## config.mk

```make
export PLATFORM = sky130hd
export DESIGN_NAME = tof_ranging_result_processor
export DESIGN_NICKNAME = d
export VERILOG_FILES = /design/src/hdl/tofr_pkg.sv /design/src/hdl/tofr_ctrl.sv /design/src/hdl/tofr_dp.sv /design/src/hdl/tof_ranging_result_processor.sv
export SDC_FILE = /design/constraint.sdc
export NUM_CORES = 1
export LEC_CHECK = 0
export BUFFER_PORTS_ARGS = -buffer_cell sky130_fd_sc_hd__buf_4
export CAP_MARGIN = 5
export CORE_ASPECT_RATIO = 0.5
export CORE_MARGIN = 2
export CORE_UTILIZATION = 33
export CTS_CLUSTER_SIZE = 20
export DETAILED_ROUTE_END_ITERATION = 10
export PLACE_DENSITY = 0.52
export SLEW_MARGIN = 20
export SYNTH_ARGS = -nofsm -noshare
export SYNTH_HDL_FRONTEND = slang
export SYNTH_SLANG_ARGS = --single-unit
```

## constraint.sdc

```tcl
create_clock -name clock -period 7.46 [get_ports clock]
set_clock_uncertainty 0.2 [all_clocks]
set_input_delay 1.492 -clock clock [delete_from_list [all_inputs] [get_ports clock]]
set_output_delay 1.492 -clock clock [all_outputs]
set_load 0.02 [all_outputs]
```

## src/hdl/tofr_pkg.sv

```systemverilog
// Shared types and constants for the time-of-flight ranging result processor.
// Used by tofr_ctrl, tofr_dp and the top level; depends on nothing else.
package tofr_pkg;

   // Item field widths
   localparam int CodeWidth  = 8;
   localparam int WordWidth  = 16;
   localparam int OutcWidth  = 4;
   localparam int DivWidth   = 32;
   localparam int CountWidth = $clog2(DivWidth);

   localparam int ReqDataWidth = 80;
   localparam int RspDataWidth = 72;

   // Range gain: (raw * 2011 + 1024) >> 11
   localparam int GainWidth = 11;
   localparam logic [GainWidth-1:0] GainFactor = 11'd2011;
   localparam int ProdWidth = WordWidth + GainWidth;
   localparam logic [ProdWidth-1:0] GainRound = 27'h400;

   localparam logic [WordWidth-1:0] TargetReset  = 16'd2560;
   localparam logic [WordWidth-1:0] SpadMidpoint = 16'h8000;
   localparam logic [WordWidth-1:0] Clip16       = 16'hFFFF;

   // Steps of the shared divider: full quotient, then the 16-bit need quotient
   localparam logic [CountWidth-1:0] Div1Last = CountWidth'(DivWidth - 1);
   localparam logic [CountWidth-1:0] Div2Last = CountWidth'(WordWidth - 1);

   // Device status byte codes
   localparam logic [CodeWidth-1:0] DEV_HW_A     = 8'd1;
   localparam logic [CodeWidth-1:0] DEV_HW_B     = 8'd2;
   localparam logic [CodeWidth-1:0] DEV_HW_C     = 8'd3;
   localparam logic [CodeWidth-1:0] DEV_SIGNAL   = 8'd4;
   localparam logic [CodeWidth-1:0] DEV_BOUNDS   = 8'd5;
   localparam logic [CodeWidth-1:0] DEV_SIGMA    = 8'd6;
   localparam logic [CodeWidth-1:0] DEV_WRAP     = 8'd7;
   localparam logic [CodeWidth-1:0] DEV_CLIPPED  = 8'd8;
   localparam logic [CodeWidth-1:0] DEV_RANGE_OK = 8'd9;
   localparam logic [CodeWidth-1:0] DEV_XTALK    = 8'd12;
   localparam logic [CodeWidth-1:0] DEV_MINRANGE = 8'd13;
   localparam logic [CodeWidth-1:0] DEV_HW_D     = 8'd17;
   localparam logic [CodeWidth-1:0] DEV_SYNC     = 8'd18;

   // Dense outcome codes
   localparam logic [OutcWidth-1:0] OUT_VALID    = 4'd0;
   localparam logic [OutcWidth-1:0] OUT_SIGMA    = 4'd1;
   localparam logic [OutcWidth-1:0] OUT_SIGNAL   = 4'd2;
   localparam logic [OutcWidth-1:0] OUT_MINRANGE = 4'd3;
   localparam logic [OutcWidth-1:0] OUT_BOUNDS   = 4'd4;
   localparam logic [OutcWidth-1:0] OUT_HW       = 4'd5;
   localparam logic [OutcWidth-1:0] OUT_NOWRAP   = 4'd6;
   localparam logic [OutcWidth-1:0] OUT_WRAP     = 4'd7;
   localparam logic [OutcWidth-1:0] OUT_XTALK    = 4'd8;
   localparam logic [OutcWidth-1:0] OUT_SYNC     = 4'd9;
   localparam logic [OutcWidth-1:0] OUT_CLIPPED  = 4'd10;
   localparam logic [OutcWidth-1:0] OUT_NONE     = 4'd11;

   typedef struct packed {
      logic load;      // capture input item, set up per-SPAD rate divide
      logic div_step;  // one restoring divide step
      logic setup2;    // set up target / per-SPAD rate divide
      logic finish;    // load result register, update held range
   } tofr_cmd_type;

   typedef struct packed {
      logic steps_done;  // current divide step is the last one
   } tofr_status_type;

endpackage

```

## src/hdl/tofr_ctrl.sv

```systemverilog
// Sequencer for the ranging result processor: input handshake, divide phases,
// result register valid. Depends on tofr_pkg.
module tofr_ctrl (
   input  logic                     clock,
   input  logic                     reset,
   input  logic                     req_tvalid,
   output logic                     req_tready,
   output logic                     rsp_tvalid,
   input  logic                     rsp_tready,
   input  tofr_pkg::tofr_status_type status,
   output tofr_pkg::tofr_cmd_type   cmd
);
   import tofr_pkg::*;

   localparam logic [2:0] S_IDLE   = 3'd0;
   localparam logic [2:0] S_DIV1   = 3'd1;
   localparam logic [2:0] S_SETUP2 = 3'd2;
   localparam logic [2:0] S_DIV2   = 3'd3;
   localparam logic [2:0] S_DONE   = 3'd4;

   logic [2:0] state_ff, state_in;
   logic       rsp_valid_ff, rsp_valid_in;
   logic       out_free;

   assign out_free   = !rsp_valid_ff || rsp_tready;
   assign req_tready = (state_ff == S_IDLE) && !reset;
   assign rsp_tvalid = rsp_valid_ff;

   always_comb begin
      state_in = state_ff;
      cmd      = '0;
      case (state_ff)
         S_IDLE: begin
            if (req_tvalid && req_tready) begin
               cmd.load = 1'b1;
               state_in = S_DIV1;
            end
         end
         S_DIV1: begin
            cmd.div_step = 1'b1;
            if (status.steps_done) state_in = S_SETUP2;
         end
         S_SETUP2: begin
            cmd.setup2 = 1'b1;
            state_in   = S_DIV2;
         end
         S_DIV2: begin
            cmd.div_step = 1'b1;
            if (status.steps_done) state_in = S_DONE;
         end
         S_DONE: begin
            // wait until the result register can take the item
            if (out_free) begin
               cmd.finish = 1'b1;
               state_in   = S_IDLE;
            end
         end
         default: state_in = S_IDLE;
      endcase
   end

   always_comb begin
      rsp_valid_in = rsp_valid_ff;
      if (cmd.finish) rsp_valid_in = 1'b1;
      else if (rsp_tready) rsp_valid_in = 1'b0;
   end

   always_ff @(posedge clock) begin
      if (reset) begin
         state_ff     <= S_IDLE;
         rsp_valid_ff <= 1'b0;
      end else begin
         state_ff     <= state_in;
         rsp_valid_ff <= rsp_valid_in;
      end
   end

endmodule

```

## src/hdl/tofr_dp.sv

```systemverilog
// Datapath of the ranging result processor: input capture, range gain, status
// mapping, shared restoring divider, range hold and result register.
// Depends on tofr_pkg.
module tofr_dp (
   input  logic                                   clock,
   input  logic                                   reset,
   input  tofr_pkg::tofr_cmd_type                 cmd,
   output tofr_pkg::tofr_status_type              status,
   input  logic [tofr_pkg::ReqDataWidth-1:0]      req_tdata,
   output logic [tofr_pkg::RspDataWidth-1:0]      rsp_tdata,
   input  logic                                   csr_valid,
   input  logic [tofr_pkg::WordWidth-1:0]         csr_wdata
);
   import tofr_pkg::*;

   // Captured input item
   logic [CodeWidth-1:0] code_ff, streams_ff;
   logic [WordWidth-1:0] spads_ff, sig_ff, amb_ff, raw_ff;

   logic [WordWidth-1:0] target_ff;
   logic [WordWidth-1:0] held_ff;

   // Divider
   logic [DivWidth-1:0]   rem_ff, rem_in;
   logic [DivWidth-1:0]   quo_ff, quo_in;
   logic [DivWidth-1:0]   dvsr_ff, dvsr_in;
   logic [CountWidth-1:0] cnt_ff, cnt_in;
   logic                  phase2_ff, phase2_in;
   logic                  per_zero_ff, per_zero_in;
   logic                  clip_ff, clip_in;

   logic [DivWidth:0]     rem_sh, diff;
   logic [WordWidth:0]    total_sum;
   logic [WordWidth-1:0]  total_clip;
   logic [ProdWidth-1:0]  scaled_sum;
   logic [WordWidth-1:0]  scaled;
   logic [OutcWidth-1:0]  outcome;
   logic [WordWidth-1:0]  range_new;
   logic [WordWidth-1:0]  select;

   logic [WordWidth-1:0]  out_range_ff, out_spad_ff, out_sig_ff, out_amb_ff;
   logic [OutcWidth-1:0]  out_outc_ff;

   function automatic logic [OutcWidth-1:0] map_status(
      input logic [CodeWidth-1:0] code,
      input logic [CodeWidth-1:0] streams
   );
      logic [OutcWidth-1:0] res;
      case (code)
         DEV_HW_A, DEV_HW_B, DEV_HW_C, DEV_HW_D: res = OUT_HW;
         DEV_MINRANGE: res = OUT_MINRANGE;
         DEV_SYNC:     res = OUT_SYNC;
         DEV_BOUNDS:   res = OUT_BOUNDS;
         DEV_SIGNAL:   res = OUT_SIGNAL;
         DEV_SIGMA:    res = OUT_SIGMA;
         DEV_WRAP:     res = OUT_WRAP;
         DEV_XTALK:    res = OUT_XTALK;
         DEV_CLIPPED:  res = OUT_CLIPPED;
         DEV_RANGE_OK: res = (streams == '0) ? OUT_NOWRAP : OUT_VALID;
         default:      res = OUT_NONE;
      endcase
      return res;
   endfunction

   // Total rate from the live input, clipped to 16 bits
   assign total_sum  = {1'b0, req_tdata[63:48]} + {1'b0, req_tdata[47:32]};
   assign total_clip = total_sum[WordWidth] ? Clip16 : total_sum[WordWidth-1:0];

   // Restoring divide step
   assign rem_sh = {rem_ff, quo_ff[DivWidth-1]};
   assign diff   = rem_sh - {1'b0, dvsr_ff};

   assign status.steps_done = (cnt_ff == (phase2_ff ? Div2Last : Div1Last));

   always_comb begin
      rem_in      = rem_ff;
      quo_in      = quo_ff;
      dvsr_in     = dvsr_ff;
      cnt_in      = cnt_ff;
      phase2_in   = phase2_ff;
      per_zero_in = per_zero_ff;
      clip_in     = clip_ff;
      if (cmd.load) begin
         rem_in    = '0;
         quo_in    = {total_clip, {WordWidth{1'b0}}};
         dvsr_in   = {{(DivWidth-WordWidth){1'b0}}, req_tdata[31:16]};
         cnt_in    = '0;
         phase2_in = 1'b0;
      end else if (cmd.setup2) begin
         // target < per-SPAD rate keeps the need quotient within 16 bits,
         // so the upper half of the long division is just the target itself
         dvsr_in     = quo_ff;
         rem_in      = {{(DivWidth-WordWidth){1'b0}}, target_ff};
         quo_in      = '0;
         per_zero_in = (quo_ff == '0);
         clip_in     = ({{(DivWidth-WordWidth){1'b0}}, target_ff} >= quo_ff);
         cnt_in      = '0;
         phase2_in   = 1'b1;
      end else if (cmd.div_step) begin
         cnt_in = cnt_ff + 1'b1;
         if (!diff[DivWidth]) begin
            rem_in = diff[DivWidth-1:0];
            quo_in = {quo_ff[DivWidth-2:0], 1'b1};
         end else begin
            rem_in = rem_sh[DivWidth-1:0];
            quo_in = {quo_ff[DivWidth-2:0], 1'b0};
         end
      end
   end

   // Range gain and outcome from the captured item
   assign scaled_sum = raw_ff * GainFactor + GainRound;
   assign scaled     = scaled_sum[ProdWidth-1:GainWidth];
   assign outcome    = map_status(code_ff, streams_ff);
   assign range_new  = (outcome == OUT_VALID) ? scaled : held_ff;

   always_comb begin
      if (spads_ff == '0 || per_zero_ff) select = SpadMidpoint;
      else if (clip_ff) select = Clip16;
      else select = quo_ff[WordWidth-1:0];
   end

   always_ff @(posedge clock) begin
      if (reset) begin
         target_ff <= TargetReset;
         held_ff   <= '0;
         cnt_ff    <= '0;
         phase2_ff <= 1'b0;
      end else begin
         if (csr_valid) target_ff <= csr_wdata;
         if (cmd.finish) held_ff <= range_new;
         cnt_ff    <= cnt_in;
         phase2_ff <= phase2_in;
      end
   end

   always_ff @(posedge clock) begin
      rem_ff      <= rem_in;
      quo_ff      <= quo_in;
      dvsr_ff     <= dvsr_in;
      per_zero_ff <= per_zero_in;
      clip_ff     <= clip_in;
      if (cmd.load) begin
         code_ff    <= req_tdata[7:0];
         streams_ff <= req_tdata[15:8];
         spads_ff   <= req_tdata[31:16];
         sig_ff     <= req_tdata[47:32];
         amb_ff     <= req_tdata[63:48];
         raw_ff     <= req_tdata[79:64];
      end
      if (cmd.finish) begin
         out_range_ff <= range_new;
         out_outc_ff  <= outcome;
         out_spad_ff  <= select;
         out_sig_ff   <= sig_ff;
         out_amb_ff   <= amb_ff;
      end
   end

   assign rsp_tdata = {4'b0000, out_amb_ff, out_sig_ff, out_spad_ff, out_outc_ff,
                       out_range_ff};

endmodule

```

## src/hdl/tof_ranging_result_processor.sv

```systemverilog
// Time-of-flight ranging result processor.
// req channel: one raw ranging result per item. rsp channel: one processed
// result per item (gain corrected held range, outcome code, next SPAD select,
// rates passed on). csr channel: writes target_rate, ready whenever reset is
// low; write it only while no item is in flight.
// Steps: after the input item is accepted, a shared one-bit-per-cycle restoring
// divider runs 32 steps for the per-SPAD rate, then a setup step, 16 steps for
// the required SPAD count and a finish step that registers the result. A new
// item is accepted once the sequencer is back in idle, so the block works on
// one item at a time.
// The result sits in an output register, so the next item is accepted while
// it waits. If the receiver stalls, the block holds a finished second result
// in its last state until the output register frees up.
// Reset (synchronous, active high) sets target_rate to 2560, clears the held
// range to zero and drops rsp_tvalid; the block is ready once reset is low.
// Uses tofr_pkg, tofr_ctrl and tofr_dp.
module tof_ranging_result_processor (
   input  logic                                clock,
   input  logic                                reset,
   input  logic                                req_tvalid,
   output logic                                req_tready,
   // raw_status_code[7:0], streams[15:8], spad_count[31:16],
   // signal_rate[47:32], ambient_rate[63:48], raw_range[79:64]
   input  logic [tofr_pkg::ReqDataWidth-1:0]   req_tdata,
   output logic                                rsp_tvalid,
   input  logic                                rsp_tready,
   // range_out[15:0], outcome[19:16], spad_select[35:20],
   // signal_rate_out[51:36], ambient_rate_out[67:52], zero[71:68]
   output logic [tofr_pkg::RspDataWidth-1:0]   rsp_tdata,
   input  logic                                csr_valid,
   output logic                                csr_ready,
   input  logic [tofr_pkg::WordWidth-1:0]      csr_wdata
);
   import tofr_pkg::*;

   tofr_cmd_type    cmd;
   tofr_status_type status;

   assign csr_ready = !reset;

   tofr_ctrl u_ctrl (
      .clock      (clock),
      .reset      (reset),
      .req_tvalid (req_tvalid),
      .req_tready (req_tready),
      .rsp_tvalid (rsp_tvalid),
      .rsp_tready (rsp_tready),
      .status     (status),
      .cmd        (cmd)
   );

   tofr_dp u_dp (
      .clock     (clock),
      .reset     (reset),
      .cmd       (cmd),
      .status    (status),
      .req_tdata (req_tdata),
      .rsp_tdata (rsp_tdata),
      .csr_valid (csr_valid),
      .csr_wdata (csr_wdata)
   );

endmodule

```

After elaboration in Yosys (flattened, before gate mapping)

Cells that the tools add are included.

Multipliers: 1
Reduce and logical (&&, ||, !) cells: 23
Equal/unequal tests: 22
Magnitude comparators: 1
$add $sub $neg: 4
Muxes and demuxes: 28
Bitwise logic cells: 1

Operator list:

| operator                 | number |
|---|---|
| $mux W32                 | 4 |
| $mux W16                 | 6 |
| $pmux W4 S10             | 1 |
| $sub A33 B32 Y33         | 1 |
| $eq A8 B3 Y1 const B     | 4 |
| $eq A8 B4 Y1 const B     | 4 |
| $ge A16 B32 Y1           | 1 |
| $logic_not A32 Y1        | 1 |
| $add A27 B11 Y27 const B | 1 |
| $mul A16 B11 Y27 const B | 1 |
| $add A16 B16 Y17         | 1 |
| $eq A8 B2 Y1 const B     | 2 |
| $eq A8 B5 Y1 const B     | 2 |
| $logic_not A16 Y1        | 1 |
| $mux W15                 | 1 |
| $mux W3                  | 5 |
| $pmux W3 S5              | 1 |
| $mux W1                  | 9 |
| $eq A8 B1 Y1 const B     | 1 |
| $logic_not A8 Y1         | 1 |
| $reduce_or A2 Y1         | 4 |
| $eq A3 B2 Y1 const B     | 2 |
| $ne A2 B2 Y1 const B     | 3 |
| $reduce_bool A2 Y1       | 3 |
| other kinds (17)         | 20 |

Register bits after elaboration: 288
Output and inout port bits: 75
Input bits: 101
Word-level logic and storage cells: 106

Logic depth before layout (Yosys ltp)

Gate-level depths: netlist (run 1).

Depth after elaboration: 7
Gate-level depth with buffers: 21
Mapped depth without buffers: 21

By module

Synthesis (run 1) repeated with hierarchy kept, for this count alone.

Cells, all modules: 1,612
Area, all modules: 17,329.1 sq um

By module, submodules not included:

| module                       | times used | sequential area each (sq um) | area each (sq um) | cells each |
|---|---|---|---|---|
| tofr_dp                      | 1          | 7,507.2                      | 17,101.4          | 1,589 |
| tofr_ctrl                    | 1          | 80.1                         | 224.0             | 22 |
| tof_ranging_result_processor | 1          | 0.0                          | 3.8               | 1 |

Worst setup path before layout (run 1)

OpenSTA, ideal clock, no wires.

Kind: input -> register
From: in reset
To: reg u_dp.quo_ff[22], data pin
Buffers on the path: 2
Data required time: 7.112 ns
Library setup time: 0.148 ns
Arrival: 5.634 ns
Setup slack: 1.478 ns
Stages: 7
Cells stage by stage: nor4_1 -> nand2_1 -> inv_1 -> clkbuf_1 -> clkbuf_1 -> o21ai_0 -> nand2_1

RTL lines:

| item                 | line                               | text |
|---|---|---|
| from (decl)          | tof_ranging_result_processor.sv:19 | `input logic reset,` |
| to (signal assigned) | tofr_dp.sv:139                     | `quo_ff <= quo_in;` |
| to (decl)            | tofr_dp.sv:25                      | `logic [DivWidth-1:0] quo_ff, quo_in;` |

Final worst setup path (run 1)

From: reg u_dp.raw_ff[1]
To: reg u_dp.out_range_ff[15], data pin

Word-level cells in the longest chain between the ends: 3

RTL lines:

| item                   | line           | text |
|---|---|---|
| from (decl)            | tofr_dp.sv:18  | `logic [WordWidth-1:0] spads_ff, sig_ff, amb_ff, raw_ff;` |
| from (signal assigned) | tofr_dp.sv:149 | `raw_ff <= req_tdata[79:64];` |
| $mul A16 B11 Y27       | tofr_dp.sv:112 | `assign scaled_sum = raw_ff * GainFactor + GainRound;` |
| $add A27 B11 Y27       | tofr_dp.sv:112 |  |
| $mux W16               | tofr_dp.sv:115 | `assign range_new = (outcome == OUT_VALID) ? scaled : held_ff;` |
| via u_dp.range_new[15] | tofr_dp.sv:38  | `logic [WordWidth-1:0] range_new;` |
| to (signal assigned)   | tofr_dp.sv:152 | `out_range_ff <= range_new;` |
| to (decl)              | tofr_dp.sv:41  | `logic [WordWidth-1:0] out_range_ff, out_spad_ff, out_sig_ff, out_amb_ff;` |

The timed path passes the listed nets, and every way through them passes these cells.
A chain may end at the register's enable or synchronous reset.

==> results.py, run 1 <==
metrics = {
    "detailed_routing": {
        "detail_route.vias_per_cell": 4.66,
        "drtPass1Iterations": 5,
        "drt-total-wl_um": 39500,
        "avgRoutedWirePerCell_um": 15.8,
        "detail_route.iter0.violations": 598,
        "detail_route.drc_violations": 0,
        "vias": 11631,
        "final_antenna_net_count": 0,
    },
    "cells_and_area": {
        "final.fill_count": 5113,
        "syn2layout_area_growth_pct": 17.4,
        "num_antenna_cells": 0,
        "design.final.nets": 2104,
        "layout-drive-gt1-share_pct": 14.1,
        "reg_top3": "u_dp.dvsr_ff x32, u_dp.quo_ff x32, u_dp.rem_ff x32",
    },
    "timing": {
        "setup_total_negative_slack_ns": 0,
        "final_min_period_over_clock_period_pct": 81.5,
        "unrepaired_setup_endpoints_after_global_routing": "no",
        "final_max_slew_viol_count": 0,
        "transition_time_at_the_pin_with_the_least_slew_margin_ns": 1.02,
        "max_slew_margin_pct": 32.1,
        "finalHoldViolCount": 0,
        "setup_violators_final": 0,
        "finalCriticalPeriod_ns": 6.08,
        "holdWs_ns": 0.217,
        "max_clock_freq_mhz": 165,
    },
    "clocking": {
        "htree_num_levels": 1,
        "numClockSinks": 288,
        "clkLatencyLatePin_ns": 0.58,
        "cts_hold_buffers": 0,
        "worst_setup_hold_path_clk_slew_ns": 0.07,
        "cts-buffers-inserted": 29,
        "cts_root_buf": "clkbuf_16",
        "cts_post_setup_buffers_inserted": 0,
        "cts_buffer_depth": 3,
        "cts_tree": "done",
        "postCtsResizedCells": 0,
    },
    "power_and_ir_drop": {
        "vdd.ir_drop.worst_v": 0.000218,
        "internal-power_mw": 4.09,
        "swShare_pct": 38.8,
        "combinationalPowerShare_pct": 48.9,
        "p_clk_share_pct": 22.2,
        "netSwitchingPower_mw": 2.59,
        "seq_power_share_pct": 28.9,
        "power-per-cell-area_mw_per_mm2": 332,
        "p_leak_nw": 8.47,
    },
    "yosys": {
        "syn_inst": 1616,
        "synth.top_cells.by_area": "edfxtp_1 32%, dfxtp_1 12%, fa_1 11%",
        "synth_enable_flop_cells": 182,
        "synth-warning-count": 0,
        "synth.cell_area_mm2": 0.0172,
        "ys_seq_area_share_pct": 44.2,
        "asyncSetResetFlopFracSynth_pct": 0,
        "ys_top_cells_by_count": "212 x inv_1, 182 x edfxtp_1, 161 x nand2_1, 138 x ha_1, 106 x dfxtp_1",
        "top_ff_cell_synth": "edfxtp_1",
        "post_synth_num_cell_types": 66,
        "cell_with_the_most_instances_after_synthesis": "inv_1",
        "syn_avg_cell_area_um2": 10.6,
        "synth.ff_latch_count": 288,
        "synth_top_area_share_pct": 31.8,
        "synth_top_cell_by_area": "edfxtp_1",
    },
    "job": {
        "maxCapViolations": 0,
    },
    "place": {
        "gp_congestion": 0.839,
        "place.port_buffers": 171,
        "hpwl_um": 30000,
    },
    "critical_path": {
        "critical_path.slowest_cell": "fa_1",
        "critPathMaxStageDelay_ns": 0.55,
        "critical_path_class": "reg -> reg",
        "arrival_ns": 6.19,
        "endpoint_kind": "flip-flop",
        "worstSetupStartpointType": "flip-flop",
        "critical_path_cell_list": "inv_1 > fa_1 > inv_1 > ha_1 > xor2_1 > fa_1 > fa_1 > inv_1 > fa_1 > inv_1 > ha_1 > a21oi_1 > o221ai_1 > a21oi_1 > o211ai_1 > o21ai_0 > a31oi_1 > a31oi_1 > mux2i_1 > a31oi_1",
        "critPathRequiredTime_ns": 7.57,
        "critical_path_buf_inv_count": 4,
        "crit_path_max_fanout": 6,
        "cpLargestDelayFamily": "adder cells",
    },
    "floorplan": {
        "floorplan.die.height_um": 165,
        "core_area_mm2": 0.0517,
        "io_pins": 176,
        "chipWidth_um": 327,
        "placement_rows": 59,
        "fp.dieArea_mm2": 0.0540,
        "floorplan.initialDensity_pct": 33.2,
    },
    "worst_hold_path": {
        "min-delay-path-class": "reg -> reg",
    },
    "global_routing": {
        "grt-ovfl-total": 0,
        "antenna_found_initial": 0,
        "grt_pass1_wl_um": 64600,
        "grt_start_max_net_pins": 80,
        "globalRouteTotalUtil_pct": 14.9,
        "grt_pass1_vias": 11699,
    },
    "outcome": {
        "status": "finished clean",
    },
}
[placed cells by master, fill, tap and decap left out, types with 12 or more instances in the layout]
cell / n
a21oi_1: 104
nand2b_1: 12
a22oi_1: 17
o21a_1: 25
xor2_1: 29
fa_1: 91
mux2_2: 15
inv_1: 210
ha_1: 138
a21o_1: 25
xnor2_1: 32
mux2i_1: 43
o21ai_0: 74
o21ai_1: 22
nand2_1: 161
buf_4: 182
dfxtp_1: 106
edfxtp_1: 182
nor3_1: 24
o31ai_1: 18
nand3_1: 24
nor2_1: 63
nor4_1: 16
clkbuf_16: 29
[cell families (layout without fill, tap and decap cells)]
group	Yosys count	in the layout	synth area share, %
and+or+nand+nor	358	358	9.57
AOI/OAI and AO/OA	349	349	12.8
DFF	288	288	44.2
buffers and inverters	270	448	6.07
adders and majority gates	229	229	20.7
xor gates and xnor gates	62	62	3.20
muxes	59	59	3.55
other	1	4	0.0218
[power groups by stage]
stage	clock (mW)	sequential, mW	combinational [mW]
final	1.48	1.93	3.27
after global routing	1.60	1.95	3.78
after CTS	1.53	1.93	3.32
after detailed placement	0	1.97	3.29
after global placement	0	1.97	3.29
after floorplan	0	1.93	2.64
[per-layer routing]
layer  global-route usage [%]  wire length [um]
met5                        0                 0
met4                     2.77               669
met3                     1.95              1150
met2                     25.3             18700
met1                     20.7             19000
[per-stage QoR]
| stage | power, mW | instance area (um2) | cells | setup WS, ns | utilization (%) |
|---|---|---|---|---|---|
| 2_1_floorplan | 4.57 | 17200 | 1619 | 1.48 | - |
| 3_3_place_gp | 5.26 | 19200 | 2444 | 1.41 | 37.2 |
| 3_5_place_dp | 5.26 | 19200 | 2444 | 1.34 | 37.2 |
| 4_1_cts | 6.79 | 20200 | 2498 | 1.29 | 39.0 |
| 5_1_grt | 7.33 | 20200 | 2498 | 0.946 | 39.0 |
| 6_report | 6.69 | 20200 | 2498 | 1.38 | 39.0 |
[area by class of cell]
type	instances	area [um2]	area share (%)
Inverter	212	798	3.96
Multi-Input combinational cell	1061	8590	42.6
Tap cell	701	877	4.35
Timing Repair Buffer	182	1370	6.78
Sequential cell	288	7590	37.6
Clock inverter	13	156	0.776
Clock buffer	41	791	3.92
[final timing paths]
check / start / to / slack, ns / depth (start not counted)
max: u_dp.raw_ff[1]$_DFFE_PP_ / u_dp.out_range_ff[15]$_DFFE_PP_ / 1.38 / 20
max reg2reg: u_dp.raw_ff[1]$_DFFE_PP_ / u_dp.out_range_ff[15]$_DFFE_PP_ / 1.38 / 20
min reg2reg: u_dp.amb_ff[6]$_DFFE_PP_ / u_dp.out_amb_ff[6]$_DFFE_PP_ / 0.22 / 0
min: u_dp.amb_ff[6]$_DFFE_PP_ / u_dp.out_amb_ff[6]$_DFFE_PP_ / 0.22 / 0
(Power assumes the default switching activity.)
==> run 2: changes to the inputs <==
Clock period 7.46 ns to 6.35 ns, I/O delays scaled along.
==> run 2 against run 1 <==
Compared with the run above:
- non-clock buffer count increased by 1
- largest power group unchanged
- register-to-register slack worse by 0.94 ns
- critical path type unchanged
- highest routed layer unchanged
- hold slack improved by 0.0018 ns
- largest cell class unchanged
- count of clock-buffer cells in the layout fell by 1
==> results.py, run 2 (synthesis results as in run 1) <==
metrics = {
    "clocking": {
        "cts_buffer_depth": 3,
        "cts_tree": "done",
        "clkLatencyLatePin_ns": 0.58,
        "numClockSinks": 288,
        "worst_setup_hold_path_clk_slew_ns": 0.07,
        "cts_root_buf": "clkbuf_16",
        "cts-buffers-inserted": 29,
        "cts_post_setup_buffers_inserted": 0,
        "htree_num_levels": 1,
    },
    "detailed_routing": {
        "avgRoutedWirePerCell_um": 16.0,
        "drtPass1Iterations": 5,
        "vias": 11681,
        "final_antenna_net_count": 0,
        "drt-total-wl_um": 39900,
        "detail_route.drc_violations": 0,
        "detail_route.iter0.violations": 633,
        "detail_route.vias_per_cell": 4.67,
    },
    "floorplan": {
        "floorplan.initialDensity_pct": 33.2,
        "io_pins": 176,
        "fp.dieArea_mm2": 0.0540,
        "floorplan.die.height_um": 165,
        "core_area_mm2": 0.0517,
        "placement_rows": 59,
        "chipWidth_um": 327,
    },
    "power_and_ir_drop": {
        "p_leak_nw": 8.54,
        "vdd.ir_drop.worst_v": 0.000250,
        "power-per-cell-area_mw_per_mm2": 392,
    },
    "cells_and_area": {
        "num_antenna_cells": 0,
        "syn2layout_area_growth_pct": 17.9,
        "final_cell_area_mm2": 0.0203,
        "mostFrequentLayoutCells": "211 x inv_1, 183 x buf_4, 182 x edfxtp_1",
        "layout-drive-gt1-share_pct": 14.8,
        "mostFrequentLayoutCell": "inv_1",
        "reg_top3": "u_dp.dvsr_ff x32, u_dp.quo_ff x32, u_dp.rem_ff x32",
        "design.final.nets": 2105,
    },
    "global_routing": {
        "grt_pass1_wl_um": 64900,
        "grt_start_max_net_pins": 70,
        "grt_pass1_vias": 11680,
        "grt-ovfl-total": 0,
        "globalRouteTotalUtil_pct": 15.0,
        "antenna_found_initial": 0,
    },
    "place": {
        "hpwl_um": 30000,
        "place.port_buffers": 171,
        "dpl-instance-area_mm2": 0.0192,
        "gp_congestion": 0.839,
    },
    "critical_path": {
        "arrival_ns": 6.03,
        "critical_path_class": "reg -> reg",
        "worstSetupStartpointType": "flip-flop",
        "crit_path_max_fanout": 6,
        "endpoint_kind": "flip-flop",
        "critPathRequiredTime_ns": 6.47,
    },
    "timing": {
        "transition_time_at_the_pin_with_the_least_slew_margin_ns": 0.943,
        "setup_violators_final": 0,
        "finalCriticalPeriod_ns": 5.91,
        "finalHoldViolCount": 0,
        "max_slew_margin_pct": 37.1,
        "unrepaired_setup_endpoints_after_global_routing": "no",
        "setup_total_negative_slack_ns": 0,
        "final_min_period_over_clock_period_pct": 93.1,
        "final_max_slew_viol_count": 0,
        "max_clock_freq_mhz": 169,
    },
    "worst_hold_path": {
        "min-delay-path-class": "reg -> reg",
    },
    "outcome": {
        "status": "finished clean",
    },
    "job": {
        "maxCapViolations": 0,
    },
}
-- run 2: area by class of cell --
cell class | count | area (um2)
Clock buffer | 40 | 923
Multi-Input combinational cell | 1061 | 8590
Inverter | 212 | 798
Sequential cell | 288 | 7590
Tap cell | 701 | 877
Fill cell | 5144 | 31400
Timing Repair Buffer | 183 | 1370
Clock inverter | 14 | 109
-- run 2: power breakdown --
part	switching [mW]	total, mW	internal [mW]
combinational	2.16	3.83	1.67
sequential	0.125	2.27	2.15
clock	0.800	1.83	1.03
-- run 2: final timing paths --
check,start,end,slack (ns),cells past startpoint
min reg2reg,u_dp.sig_ff[1]$_DFFE_PP_,u_dp.out_sig_ff[1]$_DFFE_PP_,0.22,0
max,u_dp.raw_ff[2]$_DFFE_PP_,u_dp.out_range_ff[15]$_DFFE_PP_,0.44,20
min,u_dp.sig_ff[1]$_DFFE_PP_,u_dp.out_sig_ff[1]$_DFFE_PP_,0.22,0
max reg2reg,u_dp.raw_ff[2]$_DFFE_PP_,u_dp.out_range_ff[15]$_DFFE_PP_,0.44,20
-- run 2: per-layer routing --
metal  vias up  wire (um)  GRT usage, %
met3        36       1220          2.25
li1       5943          -             -
met1      5570      19300          20.9
met2       132      18800          25.1
met4         0        598          2.84
met5         -          0             0
-- run 2: worst max-delay path, cell delays in order (launching register included) --
cell,delay [ns]
edfxtp_1,0.40
inv_1,0.11
fa_1,0.60
inv_1,0.06
ha_1,0.18
or2_2,0.28
fa_1,0.50
fa_1,0.55
inv_1,0.06
fa_1,0.53
inv_1,0.04
ha_1,0.37
a21oi_1,0.20
o221ai_1,0.14
a21oi_1,0.15
o211ai_1,0.15
o21ai_1,0.25
a31oi_1,0.18
a31oi_1,0.32
mux2i_1,0.28
a31oi_1,0.11
-- run 2: timing repair --
action / in CTS / in global routing
endpoints found under the setup margin: 0 / 4
hold buffers: 0 / 0
gates resized for setup: 0 / 1
-- run 2: stage by stage --
stage	instances	setup WS [ns]	util, %	hold WS, ns	total power, mW
after floorplan	1619	0.590	-	0.200	5.37
after global placement	2445	0.292	37.2	0.202	6.18
after detailed placement	2445	0.257	37.2	0.205	6.16
after CTS	2499	0.233	39.2	0.220	8.04
after global routing	2499	0.00983	39.2	0.228	8.69
final	2499	0.437	39.2	0.219	7.94
==> run 3: changes to the inputs <==
Settings changed: CORE_ASPECT_RATIO 0.5 to default.
==> run 3 against run 2 <==
Compared with the run above:
- hold slack got worse by 0.010 ns
- total power increased by 5.8%
- fmax decreased by 0.63%
- setup slack got worse by 0.037 ns
- first-iteration DRC count increased by 4.1%
- final cell count decreased by 0.44%
- die area decreased by 0.20%
- via count increased by 3.0%
- critical path type unchanged
- largest cell class unchanged
- highest routed layer unchanged
==> results.py, run 3 (synthesis results as in run 1) <==
metrics = {
    "cells_and_area": {
        "reg_top3": "u_dp.dvsr_ff x32, u_dp.quo_ff x32, u_dp.rem_ff x32",
        "design.final.nets": 2109,
        "layout-drive-gt1-share_pct": 15.0,
        "num_antenna_cells": 0,
        "mostFrequentLayoutCells": "210 x inv_1, 182 x edfxtp_1, 178 x buf_4",
        "mostFrequentLayoutCell": "inv_1",
        "syn2layout_area_growth_pct": 19.4,
    },
    "clocking": {
        "worst_setup_hold_path_clk_slew_ns": 0.06,
        "numClockSinks": 288,
        "clkLatencyLatePin_ns": 0.57,
        "cts_hold_buffers": 0,
        "cts_tree": "done",
        "cts-buffers-inserted": 37,
        "cts_post_setup_buffers_inserted": 0,
        "cts_root_buf": "clkbuf_16",
        "postCtsResizedCells": 0,
        "htree_num_levels": 2,
        "cts_buffer_depth": 3,
    },
    "floorplan": {
        "floorplan.die.height_um": 232,
        "io_pins": 176,
        "placement_rows": 83,
        "fp.dieArea_mm2": 0.0539,
        "chipWidth_um": 232,
        "floorplan.initialDensity_pct": 33.4,
        "core_area_mm2": 0.0514,
    },
    "power_and_ir_drop": {
        "swShare_pct": 37.8,
        "vdd.ir_drop.worst_v": 0.000341,
        "seq_power_share_pct": 27.1,
        "p_leak_nw": 8.64,
        "internal-power_mw": 5.22,
        "combinationalPowerShare_pct": 46.0,
        "power-per-cell-area_mw_per_mm2": 409,
        "p_clk_share_pct": 26.9,
        "netSwitchingPower_mw": 3.18,
    },
    "critical_path": {
        "crit-reg2reg-capture": "u_dp.out_range_ff[15]$_DFFE_PP_",
        "critPathRequiredTime_ns": 6.42,
        "critical_path_class": "reg -> reg",
        "worstSetupStartpointType": "flip-flop",
        "rrSetupSlack_ns": 0.40,
        "worst_setup_path_startpoint": "u_dp.raw_ff[3]$_DFFE_PP_",
        "endpoint_kind": "flip-flop",
        "reg2regPathDepth": 20,
        "arrival_ns": 6.02,
        "worst_r2r_startpoint": "u_dp.raw_ff[3]$_DFFE_PP_",
        "crit_path_max_fanout": 6,
    },
    "place": {
        "place.port_buffers": 171,
        "worst_slack_placed_ns": 0.257,
        "gp_congestion": 0.856,
        "hpwl_um": 31300,
    },
    "worst_hold_path": {
        "min_from": "u_dp.amb_ff[2]$_DFFE_PP_",
        "min-delay-path-class": "reg -> reg",
        "worstHoldEndpoint": "u_dp.out_amb_ff[2]$_DFFE_PP_",
        "hold_path_depth": 0,
    },
    "global_routing": {
        "grt-ovfl-total": 0,
        "grt_start_max_net_pins": 145,
        "antenna_found_initial": 0,
        "grt_pass1_vias": 12215,
        "globalRouteTotalUtil_pct": 15.7,
        "grt_pass1_wl_um": 66800,
    },
    "detailed_routing": {
        "avgRoutedWirePerCell_um": 16.9,
        "detail_route.iter0.violations": 659,
        "detail_route.drc_violations": 0,
        "detail_route.vias_per_cell": 4.84,
        "drt-total-wl_um": 42000,
        "vias": 12036,
        "final_antenna_net_count": 0,
        "drtPass1Iterations": 5,
    },
    "timing": {
        "finalHoldViolCount": 0,
        "finalCriticalPeriod_ns": 5.95,
        "setup_total_negative_slack_ns": 0,
        "max_clock_freq_mhz": 168,
        "final_max_slew_viol_count": 0,
        "holdWs_ns": 0.208,
        "unrepaired_setup_endpoints_after_global_routing": "no",
        "setup_violators_final": 0,
        "max_slew_margin_pct": 29.5,
        "transition_time_at_the_pin_with_the_least_slew_margin_ns": 1.06,
        "final_min_period_over_clock_period_pct": 93.7,
        "finalWorstSetupSlack_ns": 0.400,
    },
    "outcome": {
        "status": "finished clean",
    },
    "job": {
        "maxCapViolations": 0,
    },
}
-- run 3: cell count changes in the layout (fill, tap and decap cells not counted), sizes merged --
| cell | delta |
|---|---|
| clkinvlp | +2 |
| bufinv | +6 |
| buf | -4 |
| clkinv | -1 |
| clkbuf | +7 |
-- run 3: cell type report --
class / instances / area [um2]
Clock buffer: 47 / 1020
Clock inverter: 21 / 297
Fill cell: 5017 / 30900
Inverter: 212 / 798
Multi-Input combinational cell: 1061 / 8610
Sequential cell: 288 / 7590
Tap cell: 680 / 851
Timing Repair Buffer: 179 / 1360
-- run 3: through the flow --
step	power (mW)	instance area [um2]	std cells	utilization, %
after floorplan	5.37	17200	1619	-
after global placement	6.15	19200	2420	37.3
after detailed placement	6.17	19200	2420	37.3
after CTS	8.49	20500	2488	39.9
after global routing	9.09	20500	2488	39.9
final	8.39	20500	2488	39.9
-- run 3: worst max-delay path by stage --
stage,to,slack (ns)
floorplan,u_dp.quo_ff[22]$_DFFE_PP_,0.59
global placement,u_dp.out_range_ff[15]$_DFFE_PP_,0.32
detailed placement,u_dp.out_range_ff[15]$_DFFE_PP_,0.26
CTS,u_dp.out_range_ff[15]$_DFFE_PP_,0.22
global route,u_dp.out_range_ff[15]$_DFFE_PP_,0.009
finish,u_dp.out_range_ff[15]$_DFFE_PP_,0.40
-- run 3: routing by layer --
metal | track usage (%) | vias to the layer above | wire length, um
met4 | 5.67 | 0 | 1180
met2 | 26.6 | 183 | 20600
met1 | 20.3 | 5843 | 18900
met5 | 0 | - | 0
met3 | 2.39 | 64 | 1420
li1 | - | 5946 | -
-- run 3: critical path: stages, from the launching register on --
cell and delay (ns):
edfxtp_1 0.39, inv_1 0.14, fa_1 0.59, inv_1 0.06
ha_1 0.18, or2_2 0.28, fa_1 0.50, fa_1 0.55
inv_1 0.06, fa_1 0.53, inv_1 0.04, ha_1 0.37
a21oi_1 0.19, o221ai_1 0.13, a21oi_1 0.15, o211ai_1 0.16
o21ai_1 0.26, a31oi_1 0.17, a31oi_1 0.32, mux2i_1 0.27
a31oi_1 0.11
-- run 3: power by group through the flow --
stage	clock (mW)	sequential, mW	combinational, mW
2_1_floorplan	0	2.27	3.10
3_3_place_gp	0	2.31	3.84
3_5_place_dp	0	2.31	3.85
4_1_cts	2.32	2.28	3.89
5_1_grt	2.39	2.30	4.40
6_report	2.26	2.28	3.86
